===== src/hdl/hrs_pkg.sv =====
// Package with item types, codes and controller interface types for the hash ring table.
package hrs_pkg;

  localparam int OP_W    = 2;
  localparam int KEY_W   = 32;
  localparam int OWNER_W = 8;
  localparam int STS_W   = 2;
  localparam int CNT_W   = 7;

  localparam logic [OP_W-1:0] OP_INSERT = 2'd0;
  localparam logic [OP_W-1:0] OP_REMOVE = 2'd1;
  localparam logic [OP_W-1:0] OP_LOOKUP = 2'd2;

  localparam logic [STS_W-1:0] ST_OK        = 2'd0;
  localparam logic [STS_W-1:0] ST_DUPLICATE = 2'd1;
  localparam logic [STS_W-1:0] ST_FULL      = 2'd2;
  localparam logic [STS_W-1:0] ST_NOT_FOUND = 2'd3;

  typedef struct packed {
    logic [OP_W-1:0]    op;
    logic [KEY_W-1:0]   key_hash;
    logic [OWNER_W-1:0] owner_in;
  } in_item_t;

  typedef struct packed {
    logic [STS_W-1:0]   status;
    logic [OWNER_W-1:0] owner_out;
    logic [CNT_W-1:0]   entry_count;
  } out_item_t;

  // Controller to datapath
  typedef struct packed {
    logic load;
    logic rd;
    logic commit;
  } ctl_cmd_t;

  // Datapath to controller
  typedef struct packed {
    logic cnt_zero;
    logic rd_last;
    logic out_free;
  } ctl_sts_t;

endpackage


===== src/hdl/hrs_ctrl.sv =====
// Sequencer for the hash ring table: accept, scan, drain and commit steps.
module hrs_ctrl (
  input  logic              clk,
  input  logic              rst_n,
  input  logic              in_valid,
  output logic              in_ready,
  input  hrs_pkg::ctl_sts_t sts,
  output hrs_pkg::ctl_cmd_t cmd
);
  import hrs_pkg::*;

  localparam logic [1:0] S_IDLE  = 2'd0;
  localparam logic [1:0] S_SCAN  = 2'd1;
  localparam logic [1:0] S_DRAIN = 2'd2;
  localparam logic [1:0] S_DONE  = 2'd3;

  logic [1:0] state_r;
  logic [1:0] state_nxt;

  always_comb begin
    state_nxt  = state_r;
    in_ready   = 1'b0;
    cmd        = '0;
    case (state_r)
      S_IDLE: begin
        in_ready = 1'b1;
        if (in_valid) begin
          cmd.load  = 1'b1;
          state_nxt = sts.cnt_zero ? S_DONE : S_SCAN;
        end
      end
      S_SCAN: begin
        cmd.rd = 1'b1;
        if (sts.rd_last) begin
          state_nxt = S_DRAIN;
        end
      end
      S_DRAIN: begin
        // last read data lands in the accumulators this cycle
        state_nxt = S_DONE;
      end
      S_DONE: begin
        if (sts.out_free) begin
          cmd.commit = 1'b1;
          state_nxt  = S_IDLE;
        end
      end
      default: begin
        state_nxt = S_IDLE;
      end
    endcase
  end

  always_ff @(posedge clk) begin
    if (!rst_n) begin
      state_r <= S_IDLE;
    end else begin
      state_r <= state_nxt;
    end
  end

endmodule


===== src/hdl/hrs_datapath.sv =====
// Datapath for the hash ring table: entry memory, scan accumulators and result register.
module hrs_datapath #(
  parameter int CAPACITY  = 64,
  parameter int HASH_BITS = 32
) (
  input  logic               clk,
  input  logic               rst_n,
  input  hrs_pkg::in_item_t  in_data,
  input  hrs_pkg::ctl_cmd_t  cmd,
  output hrs_pkg::ctl_sts_t  sts,
  output logic               out_valid,
  input  logic               out_ready,
  output hrs_pkg::out_item_t out_data
);
  import hrs_pkg::*;

  localparam int AW = (CAPACITY > 1) ? $clog2(CAPACITY) : 1;
  localparam int CW = $clog2(CAPACITY + 1);

  logic [HASH_BITS-1:0] pos_mem [CAPACITY];
  logic [OWNER_W-1:0]   own_mem [CAPACITY];

  logic [OP_W-1:0]      op_r;
  logic [HASH_BITS-1:0] key_r;
  logic [OWNER_W-1:0]   owner_r;
  logic [CW-1:0]        count_r;
  logic [CW-1:0]        count_nxt;

  logic [AW-1:0]        addr_r;
  logic                 rd_vld_r;
  logic [AW-1:0]        rd_idx_r;
  logic [HASH_BITS-1:0] rd_pos_r;
  logic [OWNER_W-1:0]   rd_own_r;
  logic [AW-1:0]        last_idx;

  logic                 found_r;
  logic [AW-1:0]        found_idx_r;
  logic [HASH_BITS-1:0] min_pos_r;
  logic [OWNER_W-1:0]   min_own_r;
  logic                 have_succ_r;
  logic [HASH_BITS-1:0] succ_pos_r;
  logic [OWNER_W-1:0]   succ_own_r;
  logic [HASH_BITS-1:0] last_pos_r;
  logic [OWNER_W-1:0]   last_own_r;

  logic                 wr_en;
  logic [AW-1:0]        wr_addr;
  logic [HASH_BITS-1:0] wr_pos;
  logic [OWNER_W-1:0]   wr_own;
  logic                 full;

  out_item_t            res;
  out_item_t            out_r;
  logic                 out_valid_r;

  assign last_idx     = AW'(count_r - CW'(1));
  assign full         = (count_r == CW'(CAPACITY));
  assign sts.cnt_zero = (count_r == '0);
  assign sts.rd_last  = (addr_r == last_idx);
  assign sts.out_free = !out_valid_r || out_ready;

  // Item capture and scan address
  always_ff @(posedge clk) begin
    if (cmd.load) begin
      op_r    <= in_data.op;
      key_r   <= HASH_BITS'(in_data.key_hash);
      owner_r <= in_data.owner_in;
    end
  end

  always_ff @(posedge clk) begin
    if (!rst_n) begin
      addr_r   <= '0;
      rd_vld_r <= 1'b0;
    end else begin
      rd_vld_r <= cmd.rd;
      if (cmd.load) begin
        addr_r <= '0;
      end else if (cmd.rd) begin
        addr_r <= addr_r + AW'(1);
      end
    end
  end

  always_ff @(posedge clk) begin
    if (cmd.rd) begin
      rd_idx_r <= addr_r;
    end
  end

  // Entry memory: one write port, one registered read port
  always_ff @(posedge clk) begin
    if (wr_en) begin
      pos_mem[wr_addr] <= wr_pos;
      own_mem[wr_addr] <= wr_own;
    end
    if (cmd.rd) begin
      rd_pos_r <= pos_mem[addr_r];
      rd_own_r <= own_mem[addr_r];
    end
  end

  // Scan accumulators: match, ring minimum, successor, last slot
  always_ff @(posedge clk) begin
    if (!rst_n) begin
      found_r     <= 1'b0;
      have_succ_r <= 1'b0;
    end else if (cmd.load) begin
      found_r     <= 1'b0;
      have_succ_r <= 1'b0;
    end else if (rd_vld_r) begin
      if (rd_pos_r == key_r) begin
        found_r <= 1'b1;
      end
      if (rd_pos_r >= key_r && (!have_succ_r || rd_pos_r < succ_pos_r)) begin
        have_succ_r <= 1'b1;
      end
    end
  end

  always_ff @(posedge clk) begin
    if (rd_vld_r) begin
      if (rd_pos_r == key_r) begin
        found_idx_r <= rd_idx_r;
      end
      if (rd_idx_r == '0 || rd_pos_r < min_pos_r) begin
        min_pos_r <= rd_pos_r;
        min_own_r <= rd_own_r;
      end
      if (rd_pos_r >= key_r && (!have_succ_r || rd_pos_r < succ_pos_r)) begin
        succ_pos_r <= rd_pos_r;
        succ_own_r <= rd_own_r;
      end
      if (rd_idx_r == last_idx) begin
        last_pos_r <= rd_pos_r;
        last_own_r <= rd_own_r;
      end
    end
  end

  // Result and table update at commit
  always_comb begin
    res.status    = ST_NOT_FOUND;
    res.owner_out = '0;
    count_nxt     = count_r;
    wr_en         = 1'b0;
    wr_addr       = count_r[AW-1:0];
    wr_pos        = key_r;
    wr_own        = owner_r;
    case (op_r)
      OP_INSERT: begin
        if (found_r) begin
          res.status = ST_DUPLICATE;
        end else if (full) begin
          res.status = ST_FULL;
        end else begin
          res.status = ST_OK;
          wr_en      = cmd.commit;
          count_nxt  = count_r + CW'(1);
        end
      end
      OP_REMOVE: begin
        if (found_r) begin
          // move the last slot into the hole
          res.status = ST_OK;
          wr_en      = cmd.commit;
          wr_addr    = found_idx_r;
          wr_pos     = last_pos_r;
          wr_own     = last_own_r;
          count_nxt  = count_r - CW'(1);
        end
      end
      OP_LOOKUP: begin
        if (count_r != '0) begin
          res.status    = ST_OK;
          res.owner_out = have_succ_r ? succ_own_r : min_own_r;
        end
      end
      default: begin
        res.status = ST_NOT_FOUND;
      end
    endcase
    res.entry_count = CNT_W'(count_nxt);
  end

  always_ff @(posedge clk) begin
    if (!rst_n) begin
      count_r     <= '0;
      out_valid_r <= 1'b0;
    end else begin
      if (cmd.commit) begin
        count_r     <= count_nxt;
        out_valid_r <= 1'b1;
      end else if (out_ready) begin
        out_valid_r <= 1'b0;
      end
    end
  end

  always_ff @(posedge clk) begin
    if (cmd.commit) begin
      out_r <= res;
    end
  end

  assign out_valid = out_valid_r;
  assign out_data  = out_r;

endmodule


===== src/hdl/hash_ring_successor_table_unit.sv =====
// Top level of the consistent-hash ring successor table.
// Holds up to CAPACITY (ring position, owner) entries packed in an on-chip memory and serves
// insert, remove and lookup items one at a time. Every item scans the occupied slots through
// the memory's single read port, one slot per cycle, then passes a drain step before its result
// is committed; an empty table skips both the scan and the drain. The result sits in an output
// register, so the next item is accepted while it waits to be taken; a finished item holds
// until the previous result is taken. Ring positions are the low HASH_BITS bits of key_hash.
// No clearing pass is needed after reset: only slots below the entry count are ever read.
module hash_ring_successor_table_unit #(
  parameter int CAPACITY  = 64,
  parameter int HASH_BITS = 32
) (
  input  logic               clk,
  input  logic               rst_n,
  input  logic               in_valid,
  output logic               in_ready,
  input  hrs_pkg::in_item_t  in_data,
  output logic               out_valid,
  input  logic               out_ready,
  output hrs_pkg::out_item_t out_data
);
  import hrs_pkg::*;

  ctl_cmd_t cmd;
  ctl_sts_t sts;

  hrs_ctrl u_ctrl (
    .clk      (clk),
    .rst_n    (rst_n),
    .in_valid (in_valid),
    .in_ready (in_ready),
    .sts      (sts),
    .cmd      (cmd)
  );

  hrs_datapath #(
    .CAPACITY  (CAPACITY),
    .HASH_BITS (HASH_BITS)
  ) u_datapath (
    .clk       (clk),
    .rst_n     (rst_n),
    .in_data   (in_data),
    .cmd       (cmd),
    .sts       (sts),
    .out_valid (out_valid),
    .out_ready (out_ready),
    .out_data  (out_data)
  );

endmodule


===== config.mk =====
export PLATFORM = sky130hd
export DESIGN_NAME = hash_ring_successor_table_unit
export DESIGN_NICKNAME = d
export VERILOG_FILES = /design/src/hdl/hrs_pkg.sv /design/src/hdl/hrs_ctrl.sv /design/src/hdl/hrs_datapath.sv /design/src/hdl/hash_ring_successor_table_unit.sv
export SDC_FILE = /design/constraint.sdc
export NUM_CORES = 2
export LEC_CHECK = 0
export CAP_MARGIN = 15
export CORE_AREA = 2 2 495 497
export DETAILED_ROUTE_END_ITERATION = 10
export DIE_AREA = 0 0 497 499
export DONT_BUFFER_PORTS = 1
export GPL_TIMING_DRIVEN = 0
export PLACE_DENSITY = 0.66
export SLEW_MARGIN = 10
export SYNTH_ARGS = -nofsm -noshare
export SYNTH_HDL_FRONTEND = slang
export SYNTH_SLANG_ARGS = --single-unit

===== constraint.sdc =====
create_clock -name clk -period 9.6 [get_ports clk]
set_clock_uncertainty 0.1 [all_clocks]
set_input_delay 0.96 -clock clk [delete_from_list [all_inputs] [get_ports clk]]
set_output_delay 0.96 -clock clk [all_outputs]
set_load 0.02 [all_outputs]

==> results.tsv <==
stage	metric	value	unit
timing	tns	0	ns
cells_and_area	drive_gt1_share	28.4	%
timing	setup_viol	0	
logic_synthesis	synth_nets	4884	
grt	grt_max_degree	49	
worst_setup_path	cp-start-kind	flop	
timing	fin_crit_sh	57.5	%
cts	cts.clk_slew.worst_paths	0.06	ns
routing	antenna_left	0	
hold_path	min_path_type	in2reg	
logic_synthesis	synth_warnings	0	
worst_setup_path	end_kind	flop	
worst_setup_path	cpPeakStageDelay	1.01	ns
worst_setup_path	regToRegSetupSlack	4.08	ns
worst_setup_path	critPathMaxFanout	19	
die	fp.dieW	497	um
worst_setup_path	cp.required	10.09	ns
worst_setup_path	reg2reg_to	u_datapath.pos_mem[33][15]	
grt	antenna_found_initial	17	
placement	dp_hpwl	194000	um
die	std_cell_rows	181	
cts	cts_buffer_depth	4	
worst_setup_path	crit_end	u_datapath.pos_mem[33][15]	
cells_and_area	syn2layout_area_growth	17.2	%
logic_synthesis	syn_area	109000	um2
grt	grt_overflow_total	0	
worst_setup_path	r2r-start	u_datapath.count_r[1]	
worst_setup_path	critical-path-top-delay-family	simple AND/OR/NAND/NOR gates	
die	die_h	499	um
logic_synthesis	synth.distinct_cells	60	
routing	drc	0	
power_and_ir_drop	finalPower	29.7	mW
die	ios	65	
timing	relSlewSlack	17.4	%
placement	dp.cells	8145	
logic_synthesis	synth_edf_count	2791	
flow_run	cap_violations	0	
grt	grt_pass1_wl	402000	um
logic_synthesis	yosysSeqAreaShare	77.5	%
worst_setup_path	cp.depth	10	
worst_setup_path	crit_start	u_datapath.count_r[1]	
worst_setup_path	worstPathArrival	6.02	ns
logic_synthesis	async_reset_ff_share	0	%
cells_and_area	layout.nets	5424	
worst_setup_path	cp_slowest_cell	nor4_1	
timing	tightest_slew	1.22	ns
timing	finalWorstSetupSlack	4.08	ns
timing	hold_viol	0	
grt	first_global_vias	53100	
cts	clock_sinks	2810	
placement	pre_cts_ws	4.39	ns
worst_setup_path	cp_cell_sequence	inv_1 > ha_1 > nor3b_2 > a311oi_1 > a21oi_1 > nor4_1 > nand2_1 > nor2_4 > buf_16 > buf_12	
cts	cts_resized	0	
logic_synthesis	ys_seq_elements	2810	
cells_and_area	stdcell_count	8691	
run_status	status	finished, final reports clean	
routing	drt-pass1-iter-count	9	
die	die_area	248000	um2
routing	finalWirelength	286000	um
cts	h-tree-depth	5	
power_and_ir_drop	ir_drop	211	uV
logic_synthesis	synthCells	4737	
cts	cts_tree	built	
routing	post_drt_wl_per_cell	32.9	um
die	initial_core_util	44.8	%
power_and_ir_drop	leakage	39.3	nW
timing	period_needed	5.52	ns
logic_synthesis	syn_area_per_cell	22.9	um2
power_and_ir_drop	powerDensity	233	nW/um2
routing	first_iter_violations	7792	
grt	grt_usage	23.0	%
worst_setup_path	path_class	reg2reg	
routing	vias	53400	
cts	cts_buffers	290	
cts	clk-insertion-delay-late	0.93	ns
cts	cts_root_buf	clkbuf_16	
timing	fmax	181	MHz
timing	rsz0062_at_grt	false	
placement	portBuffers	0	
logic_synthesis	synth_ff_type	edfxtp_1	
placement	gp_congestion	0.959	
worst_setup_path	critPathBufInv	3	
routing	via_per_inst	6.15	
timing	timing.final.max_slew_violations	0	
die	core_area	243000	um2
worst_setup_path	r2r_cells	10	
[cell usage after synthesis, types with 6 or more instances]
| library cell | n | area [um2] |
|---|---|---|
| o21ai_0 | 48 | 240 |
| edfxtp_1 | 2791 | 83800 |
| ha_1 | 101 | 1260 |
| xnor2_1 | 20 | 175 |
| mux2i_1 | 43 | 430 |
| a22oi_1 | 58 | 435 |
| nor2_1 | 104 | 390 |
| a211oi_1 | 37 | 278 |
| nor3_1 | 7 | 35.0 |
| buf_2 | 68 | 340 |
| dfxtp_1 | 19 | 380 |
| a21oi_1 | 74 | 370 |
| mux4_2 | 769 | 17300 |
| buf_6 | 9 | 101 |
| a21o_1 | 21 | 158 |
| nor2b_1 | 42 | 263 |
| o31ai_1 | 6 | 45.0 |
| nand4_1 | 20 | 125 |
| a22o_1 | 12 | 105 |
| buf_1 | 29 | 109 |
| clkbuf_1 | 109 | 409 |
| a221o_1 | 12 | 120 |
| nand3_1 | 15 | 75.1 |
| buf_4 | 16 | 120 |
| nand2_1 | 124 | 465 |
| inv_1 | 105 | 394 |
[kinds of logic (layout without fill, tap and decap cells)]
logic type / Yosys count / count (layout) / synth area share [%]
DFF: 2810 / 2810 / 77.5
muxes: 812 / 812 / 16.3
and+or+nand+nor: 350 / 350 / 1.51
buffers and inverters: 338 / 1082 / 1.36
AOI/OAI and AO/OA: 300 / 300 / 1.85
adders and majority gates: 101 / 101 / 1.16
xor gates and xnor gates: 26 / 26 / 0.222
other: 0 / 8 / 0
[report_power, final]
part	internal, mW	leakage, nW	switching, mW
clock	6.07	4.24	4.52
combinational	1.90	9.82	2.71
sequential	14.3	25.3	0.172
[metrics by stage]
stage | hold WS, ns | instance area [um2] | utilization, %
after detailed placement | 0.314 | 118000 | 48.7
after floorplan | 0.306 | 109000 | -
after CTS | 0.0160 | 127000 | 52.5
after global placement | 0.310 | 113000 | 46.4
after global routing | 0.0521 | 127000 | 52.5
final | 0.0783 | 127000 | 52.5
[how the worst min path moves through the flow]
stage | end | start | cells past startpoint | slack [ns]
after floorplan | u_datapath.rd_idx_r[2] | u_datapath.addr_r[2] | 0 | 0.31
after global placement | u_datapath.rd_idx_r[4] | u_datapath.addr_r[4] | 0 | 0.31
after detailed placement | u_datapath.rd_idx_r[4] | u_datapath.addr_r[4] | 0 | 0.31
after CTS | u_datapath.rd_vld_r | rst_n | 1 | 0.02
after global routing | u_datapath.rd_vld_r | rst_n | 1 | 0.05
final | u_datapath.rd_vld_r | rst_n | 1 | 0.08
[sequential cells by signal, summed over array words and instances (netlist names), 17 cells and up]
register and flops:
u_datapath.succ_pos_r 32, u_datapath.own_mem 512, u_datapath.pos_mem 2048, u_datapath.last_pos_r 32
u_datapath.out_data 17, u_datapath.rd_pos_r 32, u_datapath.key_r 32, u_datapath.min_pos_r 32
[metal layers]
metal	vias up	share of wire (%)	global-route usage [%]
met4	6	3.9	8.45
met1	28600	39	32.2
met5	-	0.012	0
li1	21200	-	-
met2	3174	46	35.5
met3	480	11	5.34
[cell type report]
type / count / area [um2]
Fill cell: 18100 / 115000
Sequential cell: 2810 / 84200
Multi-Input combinational cell: 1589 / 23800
Clock buffer: 364 / 7670
Timing Repair Buffer: 248 / 5020
Tap cell: 3202 / 4010
Buffer: 231 / 1090
Clock inverter: 132 / 1060
Inverter: 107 / 402
Antenna cell: 8 / 20.0
[timing repair]
item	4_1_cts	5_1_grt
endpoints found under the hold margin	42	0
setup buffers	0	0
hold buffers	42	0
[layout by cell type (no fill, tap or decap), types with 35 or more instances in the layout]
master	instances
nor2b_1	42
nor2_4	64
clkinv_2	35
mux2i_1	43
buf_2	72
clkbuf_16	296
edfxtp_1	2791
inv_1	105
a21oi_1	74
buf_12	100
mux4_2	769
a22oi_1	58
clkinv_1	61
clkbuf_1	173
nor2_1	40
dlygate4sd3_1	42
a211oi_1	37
ha_1	100
nand2_1	115
buf_16	87
No activity file was read; power rests on OpenSTA's default activity.
